--- config.mk ---
export PLATFORM = sky130hd
export DESIGN_NAME = pixel_threshold_bit_packer_top
export DESIGN_NICKNAME = d
export VERILOG_FILES = /design/src/rtl/core/ptbp_pkg.sv /design/src/rtl/core/pixel_threshold_bit_packer_top.sv
export SDC_FILE = /design/constraint.sdc
export NUM_CORES = 1
export LEC_CHECK = 0
export BUFFER_PORTS_ARGS = -buffer_cell sky130_fd_sc_hd__buf_2
export CORE_MARGIN = 3
export CORE_UTILIZATION = 59
export CTS_CLUSTER_SIZE = 30
export DETAILED_ROUTE_END_ITERATION = 6
export GPL_ROUTABILITY_DRIVEN = 0
export GPL_TIMING_DRIVEN = 0
export PLACE_DENSITY_LB_ADDON = 0.12
export SLEW_MARGIN = 20
export SYNTH_ARGS = -nofsm -noshare
export SYNTH_HDL_FRONTEND = slang
export SYNTH_SLANG_ARGS = --single-unit
--- constraint.sdc ---
create_clock -name clk -period 4.35 [get_ports clk]
set_input_delay 0.2175 -clock clk [delete_from_list [all_inputs] [get_ports clk]]
set_output_delay 0.2175 -clock clk [all_outputs]
set_load 0.005 [all_outputs]
--- src/rtl/core/ptbp_pkg.sv ---
// Shared constants and types for the pixel threshold bit packer.
package ptbp_pkg;

	// Row length in output bytes is padded up to a multiple of this.
	localparam int ROW_ALIGN_BYTES = 4;
	// Width of the row byte counter and of the pad count.
	localparam int MOD_W = (ROW_ALIGN_BYTES > 1) ? $clog2(ROW_ALIGN_BYTES) : 1;

	localparam int CHAN_W  = 8;
	localparam int SUM_W   = 10;
	localparam int COL_W   = 16;
	localparam int BYTE_W  = 8;
	localparam int POS_W   = 3;
	localparam int CFG_IDX_W  = 1;
	localparam int CFG_DATA_W = 16;

	localparam logic [BYTE_W-1:0] BYTE_ONES = 8'hFF;
	localparam logic [POS_W-1:0]  POS_FIRST = 3'd7;
	localparam logic [POS_W-1:0]  POS_LAST  = 3'd0;

	localparam logic [COL_W-1:0]  ROW_WIDTH_RST = 16'd1;
	localparam logic [CHAN_W-1:0] THRESH_RST    = 8'd127;

	typedef enum logic [CFG_IDX_W-1:0] {
		REG_ROW_WIDTH      = 1'b0,
		REG_DARK_THRESHOLD = 1'b1
	} cfg_reg_t;

	// Results still owed for one pixel.
	typedef struct packed {
		logic              data_pend;
		logic [BYTE_W-1:0] data_byte;
		logic              row_done;
		logic [MOD_W-1:0]  pad_cnt;
	} job_t;

endpackage

--- src/rtl/core/pixel_threshold_bit_packer_top.sv ---
// Top level of the pixel threshold bit packer: binarise, pack 1bpp, pad rows.
//
//  Channel   Direction  Payload                                    Handshake
//  s_axis    in         tdata[23:0] = chan_a, chan_b, chan_c       tvalid/tready
//  m_axis    out        tdata[7:0] = packed_byte, tuser = row_end,  tvalid/tready
//                       tlast = last_of_run
//  cfg       in         cfg_index, cfg_data (row_width, threshold) cfg_valid/cfg_ready
//
// A pixel passes an input register (_s1), then one step of logic thresholds it,
// packs its bit and works out what it owes: at most one data byte and, at a row
// end, up to ROW_ALIGN_BYTES-1 pad bytes. These sit in the result register (_s2),
// which gives out one byte a cycle while m_axis is ready. Sustained rate is then one
// pixel a cycle; the single output port holds the input while row-end pads go out.
// arst_n clears all control state and loads the register reset values.
// A stall on m_axis holds the result register and then the input register.
module pixel_threshold_bit_packer_top
	import ptbp_pkg::*;
(
	input  logic                  clk,
	input  logic                  arst_n,
	// Pixel stream
	input  logic                  s_axis_tvalid,
	output logic                  s_axis_tready,
	input  logic [23:0]           s_axis_tdata,   // [7:0] chan_a, [15:8] chan_b, [23:16] chan_c
	// Packed byte stream
	output logic                  m_axis_tvalid,
	input  logic                  m_axis_tready,
	output logic [7:0]            m_axis_tdata,   // [7:0] packed_byte
	output logic                  m_axis_tuser,   // [0] row_end
	output logic                  m_axis_tlast,   // last_of_run
	// Configuration writes
	input  logic                  cfg_valid,
	output logic                  cfg_ready,
	input  logic [CFG_IDX_W-1:0]  cfg_index,
	input  logic [CFG_DATA_W-1:0] cfg_data
);

	// Configuration registers
	logic [COL_W-1:0]  row_width_q;
	logic [CHAN_W-1:0] thresh_q;

	// Packing state
	logic [BYTE_W-1:0] bit_accum_q;
	logic [POS_W-1:0]  bit_pos_q;
	logic [COL_W-1:0]  column_q;
	logic [MOD_W-1:0]  row_mod_q;

	// Input register
	logic              valid_s1;
	logic [CHAN_W-1:0] chan_a_s1, chan_b_s1, chan_c_s1;

	// Result register
	logic job_valid_s2;
	job_t job_s2;

	// Combinational pixel work
	logic [SUM_W-1:0]  sum;
	logic [SUM_W-1:0]  limit;
	logic              pix_bit;
	logic [BYTE_W-1:0] acc_new;
	logic [COL_W-1:0]  col_next;
	logic              row_done;
	logic              data_valid;
	logic [MOD_W-1:0]  mod_after;
	logic [MOD_W-1:0]  pads;
	job_t              job_next;

	logic out_last;
	logic out_fire;
	logic job_done;
	logic advance_s1;

	assign cfg_ready = 1'b1;

	always_ff @(posedge clk or negedge arst_n) begin
		if (!arst_n) begin
			row_width_q <= ROW_WIDTH_RST;
			thresh_q    <= THRESH_RST;
		end else if (cfg_valid && cfg_ready) begin
			unique case (cfg_reg_t'(cfg_index))
				REG_ROW_WIDTH:      row_width_q <= cfg_data;
				REG_DARK_THRESHOLD: thresh_q    <= cfg_data[CHAN_W-1:0];
				default: ;
			endcase
		end
	end

	// avg = sum / 3 exceeds thr exactly when sum exceeds 3*thr + 2
	always_comb begin
		sum   = SUM_W'(chan_a_s1) + SUM_W'(chan_b_s1) + SUM_W'(chan_c_s1);
		limit = SUM_W'(thresh_q) + (SUM_W'(thresh_q) << 1) + SUM_W'(2);
		pix_bit = (sum > limit);

		acc_new = bit_accum_q;
		if (!pix_bit) begin
			acc_new = bit_accum_q & ~(BYTE_W'(1) << bit_pos_q);
		end

		col_next = column_q + COL_W'(1);
		row_done = (col_next == row_width_q);

		// A full byte at a row end is also the flush byte, so at most one data byte
		data_valid = (bit_pos_q == POS_LAST) || row_done;

		if (data_valid && (row_mod_q == MOD_W'(ROW_ALIGN_BYTES - 1))) begin
			mod_after = '0;
		end else begin
			mod_after = row_mod_q + MOD_W'(data_valid);
		end

		if (row_done && (mod_after != '0)) begin
			pads = MOD_W'(ROW_ALIGN_BYTES) - mod_after;
		end else begin
			pads = '0;
		end

		job_next.data_pend = data_valid;
		job_next.data_byte = acc_new;
		job_next.row_done  = row_done;
		job_next.pad_cnt   = pads;
	end

	// Output side: data byte first, then the pad bytes
	always_comb begin
		if (job_s2.data_pend) begin
			m_axis_tdata = job_s2.data_byte;
			out_last     = (job_s2.pad_cnt == '0);
		end else begin
			m_axis_tdata = BYTE_ONES;
			out_last     = (job_s2.pad_cnt == MOD_W'(1));
		end
	end

	assign m_axis_tvalid = job_valid_s2;
	assign m_axis_tlast  = out_last;
	assign m_axis_tuser  = job_s2.row_done && out_last;

	assign out_fire   = m_axis_tvalid && m_axis_tready;
	assign job_done   = out_fire && out_last;
	assign advance_s1 = valid_s1 && (!job_valid_s2 || job_done);
	assign s_axis_tready = !valid_s1 || advance_s1;

	// Input register
	always_ff @(posedge clk or negedge arst_n) begin
		if (!arst_n) begin
			valid_s1 <= 1'b0;
		end else if (s_axis_tready) begin
			valid_s1 <= s_axis_tvalid;
		end
	end

	always_ff @(posedge clk) begin
		if (s_axis_tvalid && s_axis_tready) begin
			chan_a_s1 <= s_axis_tdata[7:0];
			chan_b_s1 <= s_axis_tdata[15:8];
			chan_c_s1 <= s_axis_tdata[23:16];
		end
	end

	// Packing state advances as each pixel moves into the result register
	always_ff @(posedge clk or negedge arst_n) begin
		if (!arst_n) begin
			bit_accum_q <= BYTE_ONES;
			bit_pos_q   <= POS_FIRST;
			column_q    <= '0;
			row_mod_q   <= '0;
		end else if (advance_s1) begin
			bit_accum_q <= data_valid ? BYTE_ONES : acc_new;
			bit_pos_q   <= data_valid ? POS_FIRST : bit_pos_q - POS_W'(1);
			column_q    <= row_done ? '0 : col_next;
			row_mod_q   <= row_done ? '0 : mod_after;
		end
	end

	// Result register: load a new job, or drop one byte per transfer
	always_ff @(posedge clk or negedge arst_n) begin
		if (!arst_n) begin
			job_valid_s2 <= 1'b0;
			job_s2       <= '0;
		end else if (advance_s1) begin
			job_valid_s2 <= data_valid || (pads != '0);
			job_s2       <= job_next;
		end else if (out_fire) begin
			if (out_last) begin
				job_valid_s2 <= 1'b0;
			end
			if (job_s2.data_pend) begin
				job_s2.data_pend <= 1'b0;
			end else begin
				job_s2.pad_cnt <= job_s2.pad_cnt - MOD_W'(1);
			end
		end
	end

	// A valid result always owes at least one byte
	assert property (@(posedge clk) disable iff (!arst_n)
		m_axis_tvalid |-> (job_s2.data_pend || (job_s2.pad_cnt != '0)))
		else $error("result register valid with nothing owed");

	// Pad bytes only ever follow a row end
	assert property (@(posedge clk) disable iff (!arst_n)
		(m_axis_tvalid && !job_s2.data_pend) |-> job_s2.row_done)
		else $error("pad byte outside a row end");

	// The byte under construction is all ones whenever no bit has been packed
	assert property (@(posedge clk) disable iff (!arst_n)
		(bit_pos_q == POS_FIRST) |-> (bit_accum_q == BYTE_ONES))
		else $error("fresh byte not all ones");

	// After a row-end pixel enters the result register, the row byte count is back to zero
	assert property (@(posedge clk) disable iff (!arst_n)
		(advance_s1 && row_done) |=> (row_mod_q == '0))
		else $error("row byte count not aligned after row end");

endmodule
# == Word level (Yosys, flattened, before mapping) ==
# Cells that the tools add are included.
# totals
ff_bits,91
wordCells,73
# classes
bitwise_logic,3
n_mux,17
n_reduce_logical,23
eq_ne,4
add_sub_neg,9
n_shift,1
magnitude_cmp,1
# op_table
op,n
$mux W8,3
$add A16 B1 Y16 const B,1
$eq A16 B16 Y1,1
$mux W16,1
$mux W2,6
$add A10 B2 Y10 const B,1
$add A8 B9 Y10,1
$add A9 B8 Y10,1
$gt A10 B10 Y1,1
$add A8 B8 Y9,1
$and A8 B8 Y8,1
$not A8 Y8,1
$reduce_and A2 Y1,4
$reduce_bool A2 Y1,4
$shl A1 B3 Y8 const A,1
$logic_and A1 B1 Y1,7
$mux W1,6
$logic_or A1 B1 Y1,4
$logic_not A3 Y1,1
$mux W3,1
$sub A3 B1 Y3 const B,1
$add A2 B1 Y2,1
$eq A2 B1 Y1 const B,1
$eq A2 B2 Y1 const B,1
other kinds (6),7

# == Longest topological paths before layout ==
# Gate-level depths: netlist of the first run.
# logic_depth
ltp_word,11
mapped_depth,20
ltp_nobuf,19

# == Least setup slack after synthesis of the first run ==
# Ideal clock, no wire load.
# synth_path
path_type,register to register
start,reg chan_a_s1[1]
end,reg job_s2[6] in the netlist's numbering
path_slack_ns,0.533
t_arrival_ns,3.688
setup_ns,0.129
synth_period_minus_slack_ns,3.817
path_buffers,1
path_stages_with_launch,20
path_cell_list,edfxtp_1 > inv_1 > fa_1 > inv_1 > ha_1 > fa_1 > a21o_1 > a21oi_1 > nor2b_1 > o21a_1 > nor2_1 > xnor2_1 > ha_1 > a21o_1 > a21o_1 > a21oi_1 > a21oi_1 > clkbuf_1 > o311ai_0 > nand2_1
# synth_between
elab_chain_len,4
# synth_rtl
item,line_no,text
start: declaration,pixel_threshold_bit_packer_top.sv:50,"logic [CHAN_W-1:0] chan_a_s1, chan_b_s1, chan_c_s1;"
start signal: assignment,pixel_threshold_bit_packer_top.sv:154,chan_a_s1 <= s_axis_tdata[7:0];
$add A8 B8 Y9,pixel_threshold_bit_packer_top.sv:90,sum = SUM_W'(chan_a_s1) + SUM_W'(chan_b_s1) + SUM_W'(chan_c_s1);
$add A9 B8 Y10,pixel_threshold_bit_packer_top.sv:90,
$gt A10 B10 Y1,pixel_threshold_bit_packer_top.sv:92,pix_bit = (sum > limit);
$mux W8,pixel_threshold_bit_packer_top.sv:95,if (!pix_bit) begin
end signal: assignment,pixel_threshold_bit_packer_top.sv:182,job_s2 <= job_next;
end: declaration,pixel_threshold_bit_packer_top.sv:54,job_t job_s2;
# No other way between the ends.
# A chain may end at the register's enable or synchronous reset.

# == Worst setup path after layout of the first run ==
# Ends and elaborated chain as after synthesis.

==> results.md, run 1 <==
- Status: finished clean
- Gr usage total: 0.2391
- Fin Hold WS: 28.98 ps
- Final number of hold-violating endpoints: 0
- Gr ovfl total: 0
- Synth Area per Inst: about 11 um^2
- Largest delay share family, worst path: compound AO/OA/AOI/OAI gates
- Final-report max-slew violation count: 0
- Postcts setup bufs: 0
- Routed Antenna Nets: 0
- Critical-path top delay cell: fa_1
- Skew final: 16.12 ps
- Total Wirelength: around 12000 um
- DRT iter0 DRCs: roughly 180
- Die Wd: approximately 100 um
- Complex-gate fraction of the synthesized area: 0.1313
- CTS tree: built
- Vias in the first global route: 4269
- Residual DRC count: 0
- Synth cell types: 63
- First-pass GRT wire length: 19670 um
- Synth async-reset ratio: 0.7363
- Largest net degree at the start of global routing: 48
- Gate Count Post-Synth: 518
- Crit-path cells: inv_1 -> fa_1 -> inv_1 -> ha_1 -> fa_1 -> a21o_1 -> a21oi_2 -> nor2b_1 -> o21a_1 -> nor2_1 -> xnor2_1 -> ha_1 -> a21o_1 -> a21o_1 -> a21oi_2 -> a21oi_4 -> clkbuf_4 -> o311ai_2 -> nand2_1
- Crit Path Category: reg2reg
- Critical path depth: 19
- Unrepaired setup endpoints after global routing: true
- # setup viols final: 0
- Seq/Total Area, Yosys: 0.4402
- Achievable frequency: about 240 MHz
- Initial antenna violation count: 0
- DP HPWL: 8238 um
- RR Endpoint: job_s2[6]
- Reg2reg setup slack: between 200 and 250 ps
- Simple-gate portion of the synthesized area: 0.1379
- Netlist Area Pre-Place: 0.005500 mm^2
- Design area: about 0.0064 mm^2
- Pwr per Cell Area: around 540 mW/mm^2
- Worst skew pair latency: around 380 ps
- CP Launch Type: register
- Via Count: 4200
- VDD IR max: between 0.3 and 0.4 mV
- Max transition margin: 0.5262
- Worst hold stages: 1
- #FFs+latches synth: between 90 and 100
- Clock root cell: clkbuf_8
- Synth warnings: 0
- DP Area: roughly 0.0060 mm^2
- Site row count: 34
- Total power: 3.480 mW
- Maxcap violations: 0
- Crit path DAT: 4410 ps
- Per-cell routed wire length: about 17 um
- Critical path's most frequent cell: a21o_1
- Worst slew pin tran: 704.2 ps
- Starting Density: 0.6186
- Post-synthesis mux area share: 0.06233
- CP required: 4620 ps
- Final nets: between 700 and 800
- Hold Path Class: in2reg
- Leak pwr: between 2 and 3 nW
- TritonCTS Buffers: 9
- I/O Pins: 59
- Top_reg_cell synth: dfrtp_1
- Area growth, synth to finish: 17.06%
- Fin crit share: 0.9530
- Average via count per standard cell: ~5.8
- R2R Path Start: chan_a_s1[1]
- Crit Path Max Fanout: 10
- Syn nets: about 620
- Die area: approximately 0.011 mm^2
- N_diodes: 0
- Core Footprint: just under 0.009 mm^2
- EDFF count, synth: 24
- CTS sink count: 91
- Worst Hold End: chan_a_s1[2]
- Clk buf depth: 2
- Crit end category: register
- Post-Synth XOR/XNOR Area: 0.05050
- Die H: between 100 and 150 um
- Clk slew on worst S/H paths: ~100 ps
- H-tree depth: 3
- Worst path max stage delay: between 500 and 600 ps
- Minimum clock period: 4145 ps
- Buffers on Ports: 57
- Hold wc startpoint: s_axis_tdata[2]
- Util after Layout: 0.7242
- Largest family of logic cells by synthesized area: simple AND/OR/NAND/NOR gates
- Critical path buffer and inverter count: 3
- Register-to-Register Path Depth: 19
- Pre-antenna DRT Iters: 6
- Adder-Cell Fraction of Synth Area: 0.1319
- Layout cells sized above 1: 0.2374
## metal layers
metal | up-vias | track usage | part of all wire
met5 | - | 0 | 0
met4 | 0 | 0.07366 | 0.017
met3 | 20 | 0.04533 | 0.050
met2 | 115 | 0.4052 | 0.50
met1 | 2039 | 0.3130 | 0.44
li1 | 2026 | - | -
## state kept, by name, summed over array words and instances (netlist names), 2 cells and up
register	flops
bit_accum_q	8
bit_pos_q	3
chan_a_s1	8
chan_b_s1	8
chan_c_s1	8
column_q	16
job_s2	12
row_mod_q	2
row_width_q	16
thresh_q	8
## cell usage after synthesis (12+ instances only)
master / n / area share
a21o_1: 12 / 0.016
a21oi_1: 21 / 0.019
dfrtp_1: 48 / 0.22
dfstp_2: 19 / 0.091
edfxtp_1: 24 / 0.13
ha_1: 42 / 0.096
inv_1: 38 / 0.026
mux2_2: 26 / 0.053
nand2_1: 49 / 0.033
nand2b_1: 14 / 0.016
nand3_1: 12 / 0.011
nor2_1: 17 / 0.012
o21ai_0: 40 / 0.036
xnor2_1: 15 / 0.024
xor2_1: 14 / 0.022
## power breakdown
part,leakage [nW],switching [mW],internal (mW)
sequential,1.03,0.147,1.12
clock,0.109,0.341,0.281
combinational,1.68,0.902,0.691
## timing repair
item                                    in CTS  in global routing
hold buffers                                21                  2
pin swaps                                    0                  0
endpoints found under the setup margin      10                 14
gates resized for setup                      3                  9
hold endpoints to repair                    40                  2
## kinds of logic (layout without fill, tap and decap cells)
family                     Yosys count  count (layout)
xor gates and xnor gates            30              30
DFF                                 91              91
muxes                               31              31
AOI/OAI and AO/OA                  114             114
other                                1               1
buffers and inverters               59             156
adders and majority gates           52              52
and+or+nand+nor                    140             140
## worst max-delay path by stage
stage	from	end
global route	chan_a_s1[1]	job_s2[4]
global placement	chan_a_s1[1]	job_s2[8]
floorplan	chan_a_s1[1]	job_s2[6]
CTS	chan_a_s1[1]	job_s2[6]
finish	chan_a_s1[1]	job_s2[6]
detailed placement	chan_a_s1[1]	job_s2[8]
## worst reg2reg max path, delay by kind of cell (launching register included)
kind / cells / cell delay (ps)
fa+ha+maj: 4 / 1430
xor+xnor: 1 / 140
compound gates: 8 / 1540
flops: 1 / 350
simple gates: 3 / 270
buf+inv: 3 / 310
## through the flow
| step | TNS, ps | instances | setup WS [ps] |
|---|---|---|---|
| 4_1_cts | 0 | 721 | 56.85 |
| 3_5_place_dp | -511.8 | 684 | -100.1 |
| 3_3_place_gp | -53.33 | 683 | -29.54 |
| 2_1_floorplan | 0 | 518 | 532.6 |
| 6_report | 0 | 723 | 204.6 |
| 5_1_grt | -91.81 | 723 | -20.55 |
## cells in the final DEF, fill, tap and decap left out, types with 10 or more instances in the layout
| cell type | count |
|---|---|
| inv_1 | 38 |
| a21o_1 | 12 |
| nand2b_1 | 14 |
| nand3_1 | 12 |
| dlygate4sd3_1 | 23 |
| edfxtp_1 | 24 |
| a31oi_1 | 10 |
| fa_1 | 10 |
| xor2_1 | 14 |
| o21ai_0 | 40 |
| xnor2_1 | 15 |
| a21oi_1 | 18 |
| mux2_2 | 26 |
| nand2_1 | 49 |
| dfstp_2 | 19 |
| ha_1 | 42 |
| buf_2 | 60 |
| dfrtp_1 | 48 |
| nor2_1 | 17 |
## layout make-up
class	count	area [um^2]
multi-input combinational	368	2873
fill	648	2452
sequential	91	2421
timing repair buffer	81	545.5
inverter	38	142.6
tap	108	135.1
clock buffer	9	123.9
buffer	21	110.1
clock inverter	7	87.58
No activity file was read; power rests on OpenSTA's default activity.
==> run 2: changes to the inputs <==
--- a/config.mk
+++ b/config.mk
@@ -6,7 +6,7 @@
 export NUM_CORES = 1
 export LEC_CHECK = 0
 export BUFFER_PORTS_ARGS = -buffer_cell sky130_fd_sc_hd__buf_2
-export CORE_MARGIN = 3
+export CAP_MARGIN = 10
 export CORE_UTILIZATION = 59
 export CTS_CLUSTER_SIZE = 30
 export DETAILED_ROUTE_END_ITERATION = 6
==> run 2 against run 1 <==
Utilization is 2.2 points lower. Wire length fell by 6.0%. Critical endpoint is now job_s2[1]. Non-clock buffer count decreased by 22.
==> results.md, run 2 (synthesis gave the netlist of run 1 again) <==
- Status: finished clean
- Register-to-Register Path Depth: 15 (-4)
- Total Wirelength: 11250 um (-6.0%)
- DP HPWL: 8439 um (+2.4%)
- CP required: 4640 ps (+20 ps)
- Fin crit share: 0.9350 (-0.01793)
- DRT iter0 DRCs: 212 (+19%)
- Die area: 0.009713 mm^2 (-7.6%)
- Setup Total Neg Slack: 0 ps (unchanged)
- Final nets: 686 (-3.1%)
- CP Launch Type: register
- Initial antenna violation count: 0 (unchanged)
- Gr ovfl total: 0 (unchanged)
- Via Count: 4105 (-2.3%)
- First-pass GRT wire length: 19170 um (-2.5%)
- Residual DRC count: 0 (unchanged)
- I/O Pins: 59 (unchanged)
- Final number of hold-violating endpoints: 0 (unchanged)
- CTS sink count: 91 (unchanged)
- Clk buf depth: 2 (unchanged)
- Final-report max-slew violation count: 0 (unchanged)
- Total power: 3.504 mW (+0.68%)
- Routed Antenna Nets: 0 (unchanged)
- Clk slew on worst S/H paths: 100 ps (about the same)
- Area growth, synth to finish: 13.54%
- VDD IR max: 0.4334 mV (+24%)
- Met3 routed WL: 426 um (-29%)
- Worst skew pair latency: 360 ps (-20 ps)
- Metal2 WL: 5593 um (-5.6%)
- Fin worst setup slack: 282.6 ps (+78.01 ps)
- Commonest non-fill, non-tap cells in the layout: 60 x buf_2, 49 x nand2_1, 48 x dfrtp_1
- # setup viols final: 0 (unchanged)
- Reg2reg setup slack: 280 ps (+80 ps)
- CTS tree: built
- Hold wc startpoint: s_axis_tdata[11]
- Worst slew pin tran: 715.9 ps (+11.65 ps)
- Clock root cell: clkbuf_8
- Vias in the first global route: 4146 (-2.9%)
- Gr usage total: 0.2489 (+0.009762)
- Highest metal used: met4
- Worst slack at placement: -96.31 ps (+3.770 ps)
- Hold Path Class: in2reg
- Pre-antenna DRT Iters: 4 (-2)
- Max transition margin: 0.5183 (-0.007839)
- Worst Hold End: chan_b_s1[3]
- N_diodes: 0 (unchanged)
- Die Wd: 98.56 um (-3.9%)
- Minimum clock period: 4067 ps (-78.01 ps)
- Crit end category: register
- Skew final: 10.50 ps (-5.619 ps)
- H-tree depth: 3 (unchanged)
- Metal1 wirelength: 5065 um (-3.3%)
- Average via count per standard cell: 5.856 (+0.81%)
- Crit Path Category: reg2reg
- Pwr per Cell Area: 561.1 mW/mm^2 (+3.8%)
- Site row count: 34 (unchanged)
- RR Endpoint: job_s2[1]
- Largest registers: column_q (16), row_width_q (16), job_s2 (12)
- Starting Density: 0.6186 (unchanged)
- Achievable frequency: 245.9 MHz (+1.9%)
- TritonCTS Buffers: 9 (unchanged)
- Worst hold stages: 1 (unchanged)
- R2R Path Start: column_q[1]
- Die H: 98.56 um (-3.9%)
- Unrepaired setup endpoints after global routing: false
- Commonest non-fill, non-tap cell in the layout: buf_2
- Maxcap violations: 0 (unchanged)
- Largest net degree at the start of global routing: 51 (+6.3%)
- Per-cell routed wire length: 16.05 um (-3.1%)
- Core Footprint: 0.008891 mm^2 (unchanged)
- Layout cells sized above 1: 0.2445 (+0.007121)
- Crit path DAT: 4350 ps (-60 ps)
- Leak pwr: 2.730 nW (-2.9%)
- Buffers on Ports: 57 (unchanged)
- Crit Path Max Fanout: 7 (-3)
==> run 2: cell type report <==
class,count,area (um^2)
Multi-Input combinational cell,368,2865
Fill cell,698,2646
Sequential cell,91,2421
Timing Repair Buffer,59,325.3
Inverter,38,142.6
Tap cell,108,135.1
Clock buffer,9,123.9
Clock inverter,7,121.4
Buffer,21,110.1
==> run 2: through the flow <==
step	instance area, um^2	util	instances	hold WS (ps)
3_3_place_gp	5921	0.6659	683	394.4
2_1_floorplan	5500	-	518	-78.09
4_1_cts	6211	0.6986	701	14.33
3_5_place_dp	5951	0.6693	684	114.9
5_1_grt	6245	0.7024	701	10.42
6_report	6245	0.7024	701	22.61
==> run 2: worst max-delay path: stages (launching register included) <==
cell and delay [ps]:
dfrtp_1 500, ha_1 290, xor3_1 430, nor3_1 210
o221ai_1 220, nor4_1 680, and3_1 290, buf_6 130
nor2_1 90, inv_1 80, ha_1 190, xor2_1 140
o21ai_0 120, ha_1 310, nand4b_1 100, a31oi_1 210
==> run 2: metal layers <==
layer  global-route usage  up-vias
li1                     -     1988
met1               0.3329     1990
met2               0.4215      114
met3              0.02908       13
met4              0.09070        0
met5                    0        -
==> run 2: what timing repair did <==
item | 4_1_cts | 5_1_grt
hold buffers | 1 | 0
pin swaps | 0 | 0
hold endpoints to repair | 17 | 0
cloned | 0 | 0
endpoints found under the setup margin | 6 | 12
buffers inserted | 0 | 0
resized for setup | 2 | 8
==> run 2: how the worst max path moves through the flow <==
stage / start / endpoint / slack (ps) / cells after the start
finish: column_q[1] / job_s2[1] / 280 / 15
global placement: chan_a_s1[1] / job_s2[8] / -20 / 19
floorplan: chan_a_s1[1] / job_s2[6] / 530 / 19
global route: chan_a_s1[1] / job_s2[9] / 40 / 19
CTS: chan_a_s1[1] / job_s2[6] / 20 / 19
detailed placement: chan_a_s1[1] / job_s2[8] / -100 / 19
==> run 2: where the power goes <==
group | leakage, nW | switching [mW] | internal (mW)
clock network | 0.121 | 0.314 | 0.386
registers | 1.03 | 0.143 | 1.12
logic | 1.58 | 0.870 | 0.672
total | 2.73 | 1.33 | 2.18
==> run 3: changes to the inputs <==
--- a/config.mk
+++ b/config.mk
@@ -5,6 +5,7 @@
 export SDC_FILE = /design/constraint.sdc
 export NUM_CORES = 1
 export LEC_CHECK = 0
+export ABC_AREA = 1
 export BUFFER_PORTS_ARGS = -buffer_cell sky130_fd_sc_hd__buf_2
 export CAP_MARGIN = 10
 export CORE_UTILIZATION = 59
==> run 3 against run 2 <==
Setup slack better by 87 ps. Combinational power down 5%. Worst hold slack worse by 2.5 ps. Flip-flop and latch count unchanged. Maximum frequency up 2.2%. Non-clock buffer count up 6. Register-to-register slack better by 90 ps. Critical path type unchanged. Largest power group unchanged. Highest routed layer unchanged.
==> results.md, run 3 <==
- Average via count per standard cell: 5.250 (-10%)
- H-tree depth: 3 (unchanged)
- CTS sink count: 91 (unchanged)
- Achievable frequency: 251.2 MHz (+2.2%)
- Seq/Total Area, Yosys: 0.4398 (about the same)
- Setup Total Neg Slack: 0 ps (unchanged)
- Pwr per Cell Area: 522.2 mW/mm^2 (-6.9%)
- Area of the multi-input gates: 0.002658 mm^2 (-7.2%)
- CTS tree: built
- Clk buf depth: 2 (unchanged)
- Largest net degree at the start of global routing: 41 (-20%)
- EDFF count, synth: 24 (unchanged)
- Worst skew pair latency: 370 ps (about the same)
- Maxcap violations: 0 (unchanged)
- TritonCTS Buffers: 9 (unchanged)
- Int Pwr: 1.911 mW (-12%)
- Skew final: 14.99 ps (+4.482 ps)
- Total power: 3.279 mW (-6.4%)
- Register Area: 0.002421 mm^2 (unchanged)
- Comb pwr share: 0.446 (+0.006)
- Unrepaired setup endpoints after global routing: false
- NetSw: 1.368 mW (+3.1%)
- Via Count: 4342 (+5.8%)
- Netlist Area Pre-Place: 0.005505 mm^2 (about the same)
- Total Wirelength: 11410 um (+1.4%)
- Minimum clock period: 3981 ps (-86.55 ps)
- #FFs+latches synth: 91 (unchanged)
- Post-synth top area share: 0.2182 (about the same)
- Clk network pwr share: 0.169 (-0.031)
- Switching Fraction: 0.4171 (+0.03838)
- Buffers on Ports: 57 (unchanged)
- Die H: 98.60 um (about the same)
- Area growth, synth to finish: 14.07%
- Dpl cells: 797 (+17%)
- Clock root cell: clkbuf_8
- Residual DRC count: 0 (unchanged)
- Top post-synthesis cells by area: dfrtp_1 22%, edfxtp_1 13%, ha_1 9.5%, nand2_1 9.3%, dfstp_2 9.1%
- Seq pwr share: 0.385 (+0.025)
- Gr ovfl total: 0 (unchanged)
- Worst slew pin tran: 862.8 ps (+147.0 ps)
- Clk slew on worst S/H paths: 100 ps (about the same)
- Site row count: 34 (unchanged)
- Crit Path Category: reg2reg
- I/O Pins: 59 (unchanged)
- Critical path buffer and inverter count: 2 (unchanged)
- Vias in the first global route: 4423 (+6.7%)
- Pre-antenna DRT Iters: 5 (+1)
- Commonest non-fill, non-tap cell in the layout: nand2_1
- Util after Layout: 0.7063 (+0.003941)
- Largest delay share family, worst path: adder cells
- CP Launch Type: register
- Hold wc startpoint: s_axis_tdata[9]
- Per-cell routed wire length: 13.79 um (-14%)
- Top_reg_cell synth: dfrtp_1
- Synth async-reset ratio: 0.7363 (unchanged)
- Crit Path Max Fanout: 8 (+1)
- Gate Count Post-Synth: 631 (+22%)
- Routed Antenna Nets: 0 (unchanged)
- DP HPWL: 8511 um (+0.85%)
- Top cells by count, synth: 137 x nand2_1, 96 x inv_1, 52 x o21ai_0
- # setup viols final: 0 (unchanged)
- R2R Path Start: chan_a_s1[1]
- Synth Area per Inst: 8.725 um^2 (-18%)
- Worst hold stages: 1 (unchanged)
- First-pass GRT wire length: 19730 um (+2.9%)
- Crit end category: register
- Die Wd: 98.60 um (about the same)
- Final number of hold-violating endpoints: 0 (unchanged)
- Layout fillers: 710 (+1.7%)
- Die area: 0.009721 mm^2 (about the same)
- Fin crit share: 0.9151 (-0.01990)
- Top-count cell post-synth: nand2_1
- Crit path DAT: 4280 ps (-70 ps)
- Initial antenna violation count: 0 (unchanged)
- Reg2reg setup slack: 370 ps (+90 ps)
- Starting Density: 0.6192 (about the same)
- Critical-path top delay cell: fa_1
- Register-to-Register Path Depth: 20 (+5)
- Core Footprint: 0.008891 mm^2 (unchanged)
- Final-report max-slew violation count: 0 (unchanged)
- Largest registers: column_q (16), row_width_q (16), job_s2 (12)
- CP required: 4650 ps (about the same)
- VDD IR max: 0.3017 mV (-30%)
- Synth cell types: 39 (-38%)
- DRT iter0 DRCs: 183 (-14%)
- Max transition margin: 0.4241 (-0.09420)
- Final nets: 812 (+18%)
- N_diodes: 0 (unchanged)
- Layout cells sized above 1: 0.1933 (-0.05120)
- Non-filler cells, final: 827 (+18%)
- RR Endpoint: job_s2[3]
- Fin Hold WS: 20.12 ps (-2.494 ps)
- Worst path max stage delay: 540 ps (-140 ps)
- Postcts setup bufs: 0 (unchanged)
- Crit-path cells: inv_1 -> fa_1 -> inv_1 -> ha_1 -> fa_1 -> nand3_1 -> nand2_1 -> a21oi_1 -> o21ai_0 -> a21oi_1 -> nor2_1 -> ha_1 -> nand4_1 -> nor3_1 -> o21ai_0 -> o211ai_1 -> nand2_2 -> a21boi_0 -> nand2_1 -> o21ai_0
- Leak pwr: 3.034 nW (+11%)
- Critical path's most frequent cell: o21ai_0
- Synth warnings: 0 (unchanged)
- Gr usage total: 0.2584 (+0.009501)
- Commonest non-fill, non-tap cells in the layout: 136 x nand2_1, 96 x inv_1, 59 x buf_2
- Status: finished clean
- Syn nets: 729 (+18%)
- Largest area contributor in the netlist: dfrtp_1
- Hold Path Class: in2reg
- Worst Hold End: chan_b_s1[1]
-- run 3: cell count changes after synthesis, sizes merged, moves of 9 or more --
cell    change
nand2     +102
mux2       -24
xnor2       -9
o21ai      +22
nand2b     -14
nor2       +24
a21o       -12
inv        +60
nand3      +25
-- run 3: worst max-delay path by stage --
stage | from | endpoint | slack [ps] | cells past startpoint
CTS | chan_a_s1[1] | job_s2[3] | 330 | 20
floorplan | chan_a_s1[1] | job_s2[3] | 930 | 20
finish | chan_a_s1[1] | job_s2[3] | 370 | 20
global route | chan_a_s1[1] | bit_accum_q[6] | 20 | 20
global placement | chan_a_s1[1] | job_s2[3] | 490 | 20
detailed placement | chan_a_s1[1] | job_s2[3] | 340 | 20
-- run 3: repair_timing --
item                                    CTS  global route
hold buffers                             10             4
resized for setup                         0             2
endpoints found under the hold margin    32             4
endpoints found under the setup margin    0             5
-- run 3: layout make-up --
class	instances	area share
Tap cell	108	0.02152
Inverter	98	0.05858
Sequential cell	91	0.3855
Clock inverter	7	0.009364
Multi-Input combinational cell	428	0.4232
Buffer	14	0.01076
Timing Repair Buffer	72	0.07133
Clock buffer	9	0.01973
-- run 3: power by group through the flow --
stage,sequential (mW),clock (mW),combinational (mW)
6_report,1.26,0.553,1.46
5_1_grt,1.29,0.597,1.71
4_1_cts,1.26,0.571,1.45
3_5_place_dp,1.28,0,1.43
3_3_place_gp,1.26,0,1.37
2_1_floorplan,1.24,0,1.08
-- run 3: cell families after synthesis --
family	after synthesis	synth area share
AO/OA/AOI/OAI	102	0.09887
XOR/XNOR	20	0.03182
adder cells (fa/ha/maj)	52	0.1318
buffers and inverters	112	0.07909
AND/OR/NAND/NOR	251	0.2139
multiplexers	2	0.004091
other	1	0.0006812
flip-flops	91	0.4398
-- run 3: routing by layer --
| metal | global-route usage | vias to the layer above | wire (um) |
|---|---|---|---|
| li1 | - | 2191 | - |
| met1 | 0.3373 | 2044 | 5322 |
| met2 | 0.4426 | 94 | 5545 |
| met3 | 0.04681 | 13 | 431 |
| met4 | 0.07577 | 0 | 108 |
| met5 | 0 | - | 0 |
-- run 3: per-stage QoR --
step | worst slack (ps) | cell area [um^2]
after global placement | 494.1 | 5926
after detailed placement | 341.8 | 5948
after global routing | 20.55 | 6280
final | 369.1 | 6280
after floorplan | 931.2 | 5505
after CTS | 328.9 | 6231
-- run 3: worst reg2reg max path: stages (launching register included) --
cell,delay (ps)
edfxtp_1,350
inv_1,60
fa_1,540
inv_1,50
ha_1,210
fa_1,410
nand3_1,110
nand2_1,80
a21oi_1,140
o21ai_0,170
a21oi_1,170
nor2_1,50
ha_1,310
nand4_1,160
nor3_1,250
o21ai_0,140
o211ai_1,140
nand2_2,170
a21boi_0,270
nand2_1,70
o21ai_0,70
